**config.mk**
```make
export PLATFORM = sky130hd
export DESIGN_NAME = prapq_cfg
export DESIGN_NICKNAME = d
export VERILOG_FILES = /design/src/prapq_pkg.sv /design/src/prapq_cfg.sv
export SDC_FILE = /design/constraint.sdc
export NUM_CORES = 1
export LEC_CHECK = 0
export ABC_AREA = 0
export BUFFER_PORTS_ARGS = -buffer_cell sky130_fd_sc_hd__buf_2
export CORE_ASPECT_RATIO = 1.4
export CORE_MARGIN = 2
export CORE_UTILIZATION = 27
export DETAILED_ROUTE_END_ITERATION = 8
export PLACE_DENSITY = 0.65
export SYNTH_ARGS = -nofsm -noshare
export SYNTH_HDL_FRONTEND = slang
export SYNTH_SLANG_ARGS = --single-unit
```
**constraint.sdc**
```tcl
create_clock -name clk -period 1.3 [get_ports clk]
set_input_delay 0.26 -clock clk [delete_from_list [all_inputs] [get_ports clk]]
set_output_delay 0.26 -clock clk [all_outputs]
set_load 0.01 [all_outputs]
```
**src/prapq_pkg.sv**
```systemverilog
package prapq_pkg;

	// request codes
	localparam logic [1:0] REQ_LOAD = 2'd0;
	localparam logic [1:0] REQ_ADD  = 2'd1;
	localparam logic [1:0] REQ_READ = 2'd2;
	localparam logic [1:0] REQ_RSVD = 2'd3;

	// register index of size_in_use
	localparam logic REG_SIZE = 1'b0;

	typedef struct packed {
		logic [63:0] off;
		logic [63:0] stp;
	} tag_t;

	typedef enum logic [3:0] {
		ST_CLR,
		ST_IDLE,
		ST_W_RD,
		ST_W_ADD,
		ST_W_MUL,
		ST_S_RD,
		ST_S_WR,
		ST_E_RD,
		ST_E_WR,
		ST_A_CHK,
		ST_A_UPD,
		ST_A_NEXT
	} state_t;

endpackage

```
**src/prapq_cfg.sv**
```systemverilog
// size register, readback and clamp to the tree capacity
module prapq_cfg #(
	parameter int MAX_ELEMENTS = 1024,
	parameter int PW = 11
) (
	input  logic          clk,
	input  logic          arst_n,
	input  logic          psel,
	input  logic          penable,
	input  logic          pwrite,
	input  logic [2:0]    paddr,
	input  logic [31:0]   pwdata,
	output logic [31:0]   prdata,
	output logic [PW-1:0] eff_size
);

	localparam int CW = (PW > 11) ? PW : 11;

	logic [10:0] size_q;
	logic        sel_size;

	assign sel_size = (paddr[2] == prapq_pkg::REG_SIZE);

	always_ff @(posedge clk or negedge arst_n) begin
		if (!arst_n) begin
			size_q <= 11'd1024;
		end else if (psel && penable && pwrite && sel_size) begin
			size_q <= pwdata[10:0];
		end
	end

	assign prdata = sel_size ? {21'd0, size_q} : 32'd0;

	always_comb begin
		if (CW'(size_q) > CW'(MAX_ELEMENTS)) begin
			eff_size = PW'(MAX_ELEMENTS);
		end else begin
			eff_size = PW'(size_q);
		end
	end

endmodule

```
==> results of run 1 <==
cell usage in the layout (no fill, tap or decap), drive strengths merged:
| master | n |
|---|---|
| nor2b | 20 |
| and2b | 1 |
| dlygate4sd3 | 1 |
| mux2 | 11 |
| dfrtp | 10 |
| conb | 21 |
| clkbuf | 4 |
| dfstp | 1 |
| nand4b | 1 |
| buf | 45 |
synthesized netlist by cell type:
cell type	number
nor2b_1	20
clkbuf_1	3
mux2_2	1
buf_4	21
dfrtp_1	10
and2b_1	1
dfstp_2	1
nand4b_4	1
buf_6	1
mux2_4	10
conb_1	1
kinds of logic after synthesis:
kind of cell,synth area share (%)
buffers and inverters,23.15
DFF,35.53
muxes,20.74
other,0.4819
and+or+nand+nor,20.10
final timing paths:
check / startpoint / to / slack (ns) / cells past startpoint
setup / recovery: size_q[10] / eff_size[9] / -0.10 / 3
hold / removal: pwdata[4] / size_q[4] / 0.25 / 2
setup reg to reg: size_q[10] / size_q[10] / 0.38 / 2
hold reg to reg: size_q[5] / size_q[5] / 0.52 / 1
max in group asynchronous: arst_n / size_q[10] / 0.61 / 2
min in group asynchronous: arst_n / size_q[0] / 0.43 / 2
power breakdown:
group,leakage (nW),internal (mW),switching (mW)
combinational,0.449,0.312,0.226
sequential,0.131,0.425,0.0604
clock,0.0228,0.215,0.127
total,0.602,0.953,0.413
metrics by stage:
| stage | instance area (sq um) | hold slack (ns) | worst slack [ns] |
|---|---|---|---|
| after floorplan | 853.3 | -0.03559 | 0.007233 |
| after global placement | 937.1 | 0.1470 | 0.09140 |
| after detailed placement | 937.1 | 0.1530 | 0.08076 |
| after CTS | 1022 | 0.2451 | -0.1148 |
| after global routing | 1040 | 0.2455 | -0.1517 |
| final | 1040 | 0.2512 | -0.1040 |
worst max-delay path, stage by stage (launching register included):
cell and delay (ns):
dfstp_2 0.60, buf_4 0.14, nor2b_1 0.04, buf_2 0.13
layer usage:
layer  global-route usage [%]  vias up
met5                        0        -
met4                    5.208        0
met1                    10.70      253
met3                    2.212        4
met2                    18.41       42
li1                         -      266
layout make-up:
cell class                      instances  share of cell area, %
Multi-Input combinational cell         54                  38.39
Sequential cell                        11                  26.59
Timing Repair Buffer                   46                  26.23
Tap cell                               37                  4.452
Clock buffer                            4                  4.332
repair_timing:
item / CTS / global route
buffers inserted: 4 / 1
pin swaps: 0 / 0
hold buffers: 1 / 0
endpoints found under the setup margin: 12 / 11
endpoints found under the hold margin: 10 / 0
gates resized for setup: 0 / 3
cloned: 0 / 0
==> results.tsv, run 1 <==
stage	metric	value	unit
timing	Setup TNS Final	-0.9711	ns
worst_setup_path	Worst setup SP type	flop	
synthesis	Synthesis Warnings	0	
global_route	gr usage total	9.995	%
worst_setup_path	CP required	1.04	ns
clock_tree	CTS Buf Count	3	
status	status	finished, violations left	
power	Peak VDD IR	0.6083	mV
finish	Top reg by flops	size_q	
status	violated checks	negative setup slack	
clock_tree	clk sinks	11	
worst_setup_path	critical path endpoint category	output port	
timing	Fin. Hold Viols	0	
clock_tree	clk_lat worst skew	0.24	ns
synthesis	Synth area leader	dfrtp_1	
timing	fmax	712.2	MHz
finish	fin cells	152	
global_route	first-pass GRT wire length	2.408	mm
finish	max reg flops	11	
floorplan	row count	23	
finish	Ant. Diodes	0	
floorplan	Die X	49.38	um
timing	period utilisation layout	108.0	%
routing	routed vias/inst	3.717	
finish	Core Util, Final	37.25	%
synthesis	Post-Syn Area	778.2	sq um
power	LEAKAGE	0.6020	nW
synthesis	Area contributors post-synth	dfrtp_1 32%, buf_4 20%, mux2_4 19%	
floorplan	initial core utilization	27.88	%
clock_tree	Max Root-Sink Buffers	2	
worst_setup_path	CP Class	flop to output port	
placement	Placed Cells	142	
global_route	vias in the first global route	518	
finish	area grow syn2layout	33.60	%
timing	final setup violation count	11	
floorplan	die area	3334	sq um
routing	WL final	1.627	mm
synthesis	Post-Syn Instances	70	
placement	HPWL Detailed	1.194	mm
floorplan	Die H	67.53	um
synthesis	FF+latch count, synth	11	
synthesis	share of the synthesized area in the top cell type	32.15	%
finish	fill count	290	
global_route	pin count of the biggest net entering global routing	12	
synthesis	Synth Area per Inst	11.12	sq um
timing	RSZ-0062 raised after global routing	true	
routing	DR vias	565	
worst_setup_path	CP max FO	7	
clock_tree	CTS Root Cell	clkbuf_8	
worst_setup_path	Arr. time, crit path	1.14	ns
finish	Storage cell area	276.5	sq um
routing	DR iter-0 viols	4	
clock_tree	CTS clock-pin slew for the worst setup and hold paths	0.05	ns
timing	Final Max Tran Viols	0	
timing	Min Clock Period, post-route	1.404	ns
finish	top flop regs	size_q: 11 flops	
power	PwrDens	1314	nW/um^2
floorplan	io pins	83	
placement	IO buf count	38	
timing	clk_skew	0	ns
routing	DRC	0	
placement	global placement routability congestion	0.6901	
finish	Net count, final	156	
min_path	worst hold path class	input pin to flop	
routing	top layer in use	met4	
routing	met1 wire length	638	um
timing	Final WS setup	-0.1040	ns
synthesis	share of the yosys chip area belonging to registers	35.53	%
power	total power	1.366	mW
routing	DR WL met2	818	um
synthesis	library cells used by synthesis	11	
global_route	initial antenna violation count	0	
finish	share of post-route cells with drive strength above 1	53.91	%
routing	DRT antenna net count	0	
job	number of max-cap violations	0	
clock_tree	CTS tree	yes	
clock_tree	htree depth	1	
routing	Wirelength per Cell	10.70	um
routing	met3 WL post-DR	149	um
routing	DRT Pass-1 Iters	3	
global_route	total global routing overflow	0	
floorplan	core area	2791	sq um
finish	multi-input combinational cell area	399.1	sq um
Note: power is estimated with default switching activity, not from simulation.
==> run 2: changes to the inputs <==
Settings changed: CELL_PAD_IN_SITES_DETAIL_PLACEMENT from default to 0, CELL_PAD_IN_SITES_GLOBAL_PLACEMENT from default to 1, CORE_UTILIZATION 27 to 23, PLACE_DENSITY 0.65 to default, PLACE_DENSITY_LB_ADDON from default to 0.1.
==> run 2 against run 1 <==
- flip-flop and latch count unchanged
- critical path depth unchanged
- largest power group unchanged
- fmax hardly changed
- worst setup slack gained 0.0012 ns
- power about the same
- critical path type unchanged
- critical endpoint is now eff_size[5]
- the run still ends with negative setup slack left
- non-clock buffer count fell by 3
==> results.tsv, run 2 (synthesis gave the netlist of run 1 again) <==
stage	metric	value	unit
power	PwrDens	1340	nW/um^2
clock_tree	Max Root-Sink Buffers	2	
floorplan	die area	3871	sq um
power	Logic pwr share	38.5	%
finish	Net count, final	153	
finish	commonest non-fill, non-tap cells in the layout	37 x buf_2, 21 x conb_1, 19 x nor2b_1, 10 x mux2_4, 10 x dfrtp_1	
min_path	Hold Path Sink	size_q[9]	
routing	Wirelength per Cell	11.28	um
timing	Setup TNS Final	-0.9906	ns
worst_setup_path	Worst R2R Path Depth	1	
worst_setup_path	RR Endpoint	size_q[10]	
placement	Setup WS pre-CTS	-0.007526	ns
timing	period utilisation layout	107.9	%
finish	area grow syn2layout	30.87	%
worst_setup_path	flop-to-flop setup slack	0.48	ns
min_path	worst hold path class	input pin to flop	
clock_tree	CTS Buf Count	3	
finish	top flop regs	size_q: 11 flops	
global_route	first-pass GRT wire length	2.366	mm
status	violated checks	negative setup slack	
worst_setup_path	worst r2r src	size_q[10]	
min_path	HP Start	pwdata[9]	
timing	clk_skew	0	ns
timing	Final Max Tran Viols	0	
floorplan	initial core utilization	23.47	%
power	switching pwr	418.5	uW
worst_setup_path	critical path endpoint category	output port	
clock_tree	CTS tree	yes	
worst_setup_path	CP max FO	6	
global_route	gr usage total	8.981	%
timing	final setup violation count	12	
finish	fill count	376	
power	sequential share of power	35.7	%
clock_tree	clk_lat worst skew	0.24	ns
timing	Final WS setup	-0.1028	ns
floorplan	core area	3316	sq um
clock_tree	CTS clock-pin slew for the worst setup and hold paths	0.05	ns
power	clock power share	25.8	%
min_path	Hold Path Stages	2	
placement	HPWL Detailed	1.297	mm
finish	fin cells	152	
finish	leading cell type in the layout, fill and taps excluded	buf_2	
job	number of max-cap violations	0	
floorplan	Die H	72.83	um
timing	Fin. Hold Viols	0	
global_route	total global routing overflow	0	
placement	IO buf count	38	
worst_setup_path	CP required	1.04	ns
floorplan	row count	25	
worst_setup_path	Worst setup SP type	flop	
routing	WL final	1.715	mm
routing	DR iter-0 viols	2	
timing	Hold WS	0.2466	ns
routing	DRC	0	
power	Peak VDD IR	0.4020	mV
routing	DRT antenna net count	0	
status	status	finished, violations left	
routing	DR vias	539	
global_route	vias in the first global route	496	
floorplan	io pins	83	
finish	Ant. Diodes	0	
floorplan	Die X	53.16	um
finish	Top reg by flops	size_q	
clock_tree	CTS Root Cell	clkbuf_8	
timing	RSZ-0062 raised after global routing	true	
worst_setup_path	CP Class	flop to output port	
worst_setup_path	Arr. time, crit path	1.14	ns
power	switching part of the total	30.66	%
global_route	initial antenna violation count	0	
finish	max reg flops	11	
timing	fmax	712.8	MHz
power	Pint	946.4	uW
placement	global placement routability congestion	0.5790	
clock_tree	post-CTS setup repair buffer count	0	
routing	DRT Pass-1 Iters	2	
global_route	pin count of the biggest net entering global routing	12	
clock_tree	clk sinks	11	
clock_tree	htree depth	1	
finish	share of post-route cells with drive strength above 1	52.68	%
placement	Placed Cells	147	
timing	Min Clock Period, post-route	1.403	ns
routing	routed vias/inst	3.546	
power	LEAKAGE	0.5848	nW
==> run 2: how the worst max path moves through the flow <==
stage | from | endpoint | slack [ns] | depth (start not counted)
after global routing | size_q[10] | eff_size[8] | -0.14 | 3
after global placement | paddr[2] | size_q[0] | -0.003 | 3
after detailed placement | paddr[2] | size_q[0] | -0.008 | 3
after floorplan | size_q[10] | prdata[10] | 0.007 | 2
final | size_q[10] | eff_size[5] | -0.10 | 3
after CTS | size_q[10] | eff_size[6] | -0.10 | 3
==> run 2: stage by stage <==
stage	util (%)	total power, mW	area, sq um
5_1_grt	30.72	1.452	1018
3_3_place_gp	28.45	0.9901	943.4
4_1_cts	30.11	1.360	998.5
2_1_floorplan	-	0.8310	853.3
6_report	30.72	1.365	1018
3_5_place_dp	28.45	0.9944	943.4
==> run 2: what timing repair did <==
action | in CTS | in global routing
hold buffers | 1 | 0
pin swaps | 0 | 0
setup endpoints to repair | 11 | 12
resized for setup | 0 | 5
hold endpoints to repair | 10 | 0
==> run 2: power by group through the flow <==
| stage | Sequential (mW) | Clock [mW] | Combinational [mW] |
|---|---|---|---|
| after floorplan | 0.464 | 0 | 0.367 |
| after global placement | 0.484 | 0 | 0.506 |
| after detailed placement | 0.489 | 0 | 0.506 |
| after CTS | 0.484 | 0.367 | 0.510 |
| after global routing | 0.499 | 0.382 | 0.571 |
| final | 0.487 | 0.353 | 0.525 |
==> run 2: critical path, stage by stage, from the launching register on <==
cell     delay [ns]
dfstp_2        0.61
buf_6          0.13
nor2b_1        0.04
buf_2          0.13
==> run 2: layout make-up <==
cell class	instances	area, sq um	area share (%)
Clock buffer	4	45.04	4.423
Multi-Input combinational cell	54	399.1	39.19
Sequential cell	11	276.5	27.15
Tap cell	40	50.05	4.914
Timing Repair Buffer	43	247.7	24.32
==> run 2: layer usage <==
metal  global-route usage (%)  wire (um)
met1                    10.00        670
met2                    13.61        824
met5                        0          0
met3                    2.049        179
met4                    8.547         40
==> run 3: changes to the inputs <==
Settings changed: ABC_AREA 0 to 1, CORE_UTILIZATION 23 to 21.
==> run 3 against run 2 <==
- the run still ends with negative setup slack left
- non-clock buffer count grew 1
- clock skew is the same
- first-iteration DRC count grew to 6.0 times the previous value
- sequential power shrank 8.6%
- critical path depth grew 3
- critical path type unchanged
- largest power group unchanged
==> results.tsv, run 3 <==
stage	metric	value	unit
synthesis	top-count cell post-synth	nor2_1	
global_route	total global routing overflow	0	
synthesis	Area contributors post-synth	dfrtp_1 33%, buf_4 21%, nor2_1 19%	
timing	fmax	619.5	MHz
global_route	gr usage total	9.332	%
clock_tree	CTS tree	yes	
power	PwrDens	1240	nW/um^2
min_path	worst hold path class	input pin to flop	
worst_setup_path	CP endpoint	eff_size[4]	
timing	Min Clock Period, post-route	1.614	ns
floorplan	die area	4070	sq um
worst_setup_path	CP max FO	5	
timing	RSZ-0062 raised after global routing	true	
synthesis	EDFF count, synth	0	
synthesis	ys async rst share	100.0	%
worst_setup_path	CP Class	flop to output port	
worst_setup_path	flop-to-flop setup slack	0.30	ns
routing	DRC	0	
synthesis	Synth area leader	dfrtp_1	
worst_setup_path	worst r2r src	size_q[10]	
power	total power	1.274	mW
placement	global placement routability congestion	0.6855	
finish	Top reg by flops	size_q	
global_route	vias in the first global route	563	
finish	Ant. Diodes	0	
synthesis	share of the yosys chip area belonging to registers	36.89	%
synthesis	Synthesis Warnings	0	
routing	DR iter-0 viols	12	
clock_tree	Max Root-Sink Buffers	2	
global_route	first-pass GRT wire length	2.587	mm
timing	Setup TNS Final	-3.072	ns
floorplan	initial core utilization	21.98	%
timing	final setup violation count	11	
finish	top flop regs	size_q: 11 flops	
finish	fin cells	185	
synthesis	library cells used by synthesis	15	
clock_tree	CTS Buf Count	3	
clock_tree	CTS Root Cell	clkbuf_8	
finish	leading cell type in the layout, fill and taps excluded	buf_2	
routing	routed vias/inst	3.714	
finish	Core Util, Final	30.13	%
worst_setup_path	CP required	1.04	ns
job	number of max-cap violations	0	
clock_tree	clk_lat worst skew	0.23	ns
synthesis	Post-Syn Area	749.5	sq um
synthesis	Post-synth top cells	37 x nor2_1, 21 x buf_4, 11 x inv_1	
worst_setup_path	Worst R2R Path Depth	4	
worst_setup_path	critical path endpoint category	output port	
global_route	pin count of the biggest net entering global routing	23	
clock_tree	clk sinks	11	
worst_setup_path	Arr. time, crit path	1.35	ns
synthesis	Post-synth top flop	dfrtp_1	
finish	area grow syn2layout	37.06	%
clock_tree	htree depth	1	
worst_setup_path	CP Launch Point	size_q[6]	
finish	share of post-route cells with drive strength above 1	40.69	%
finish	commonest non-fill, non-tap cells in the layout	37 x buf_2, 33 x nor2_1, 21 x conb_1	
power	Peak VDD IR	0.3916	mV
placement	Setup WS pre-CTS	-0.1724	ns
floorplan	io pins	83	
timing	Hold WS	0.2678	ns
power	LEAKAGE	0.5888	nW
routing	DRT antenna net count	0	
routing	WL final	1.929	mm
routing	DRT Pass-1 Iters	4	
synthesis	Synth Area per Inst	7.420	sq um
global_route	initial antenna violation count	0	
floorplan	row count	25	
synthesis	FF+latch count, synth	11	
finish	cell area after layout	1027	sq um
timing	Fin. Hold Viols	0	
placement	HPWL Detailed	1.509	mm
synthesis	Post-Syn Instances	101	
timing	clk_skew	0	ns
placement	Placed Cells	178	
routing	Wirelength per Cell	10.43	um
clock_tree	CTS clock-pin slew for the worst setup and hold paths	0.05	ns
finish	max reg flops	11	
status	violated checks	negative setup slack	
timing	Final WS setup	-0.3141	ns
finish	Net count, final	186	
routing	DR vias	687	
finish	fill count	395	
floorplan	Die H	74.69	um
floorplan	Die X	54.49	um
placement	Placed Area	905.9	sq um
worst_setup_path	Worst setup SP type	flop	
synthesis	share of the synthesized area in the top cell type	33.39	%
floorplan	core area	3410	sq um
status	status	finished, violations left	
timing	Final Max Tran Viols	0	
worst_setup_path	RR Endpoint	size_q[10]	
placement	IO buf count	38	
timing	period utilisation layout	124.2	%
## run 3: cell count changes after synthesis, moves of 2 or more
cell,delta
a21oi_1,+10
clkbuf_1,-2
inv_1,+11
mux2_4,-10
nand3_1,+2
nor2_1,+37
nor2b_1,-20
## run 3: worst max-delay path, cell delays in order, from the launching register on
cell and delay [ns]:
dfrtp_1 0.38, nor2_2 0.14, nand3_2 0.11, nor2_4 0.19, nor2_4 0.07, nor2_1 0.09, buf_2 0.14
## run 3: area by class of cell
| cell class | instances | area [sq um] | area share [%] |
|---|---|---|---|
| clock buffer | 4 | 45.04 | 4.385 |
| inverter | 12 | 47.55 | 4.628 |
| multi-input combinational | 74 | 360.3 | 35.08 |
| sequential | 11 | 276.5 | 26.92 |
| tap | 40 | 50.05 | 4.872 |
| timing repair buffer | 44 | 247.7 | 24.12 |
## run 3: logic make-up after synthesis
family,synth area share (%)
AO/OA/AOI/OAI,7.847
buffers and inverters,31.22
flip-flops,36.90
other,0.5004
AND/OR/NAND/NOR,23.54
## run 3: power breakdown
group,switching (mW),leakage (nW),internal (mW)
combinational,0.294,0.449,0.201
sequential,0.0328,0.117,0.412
clock,0.120,0.0228,0.215
## run 3: repair_timing
| item | CTS | global route |
|---|---|---|
| pin swaps | 2 | 3 |
| endpoints found under the setup margin | 11 | 11 |
| gates cloned | 0 | 1 |
| resized for setup | 4 | 10 |
| hold buffers | 1 | 0 |
| endpoints found under the hold margin | 10 | 0 |
| setup buffers | 1 | 0 |
## run 3: worst min-delay path by stage
stage	startpoint	end	slack (ns)	cells past startpoint
final	pwdata[10]	size_q[10]	0.27	3
after global routing	pwdata[10]	size_q[10]	0.27	3
after detailed placement	arst_n	size_q[7]	0.15	1
after CTS	pwdata[10]	size_q[10]	0.27	3
after floorplan	arst_n	size_q[0]	-0.04	0
after global placement	arst_n	size_q[7]	0.15	1
## run 3: layer usage
layer / wire length (um) / GRT usage [%] / vias up
li1: - / - / 352
met1: 743 / 10.96 / 289
met2: 960 / 14.73 / 42
met3: 179 / 1.984 / 4
met4: 46 / 6.667 / 0
met5: 0 / 0 / -
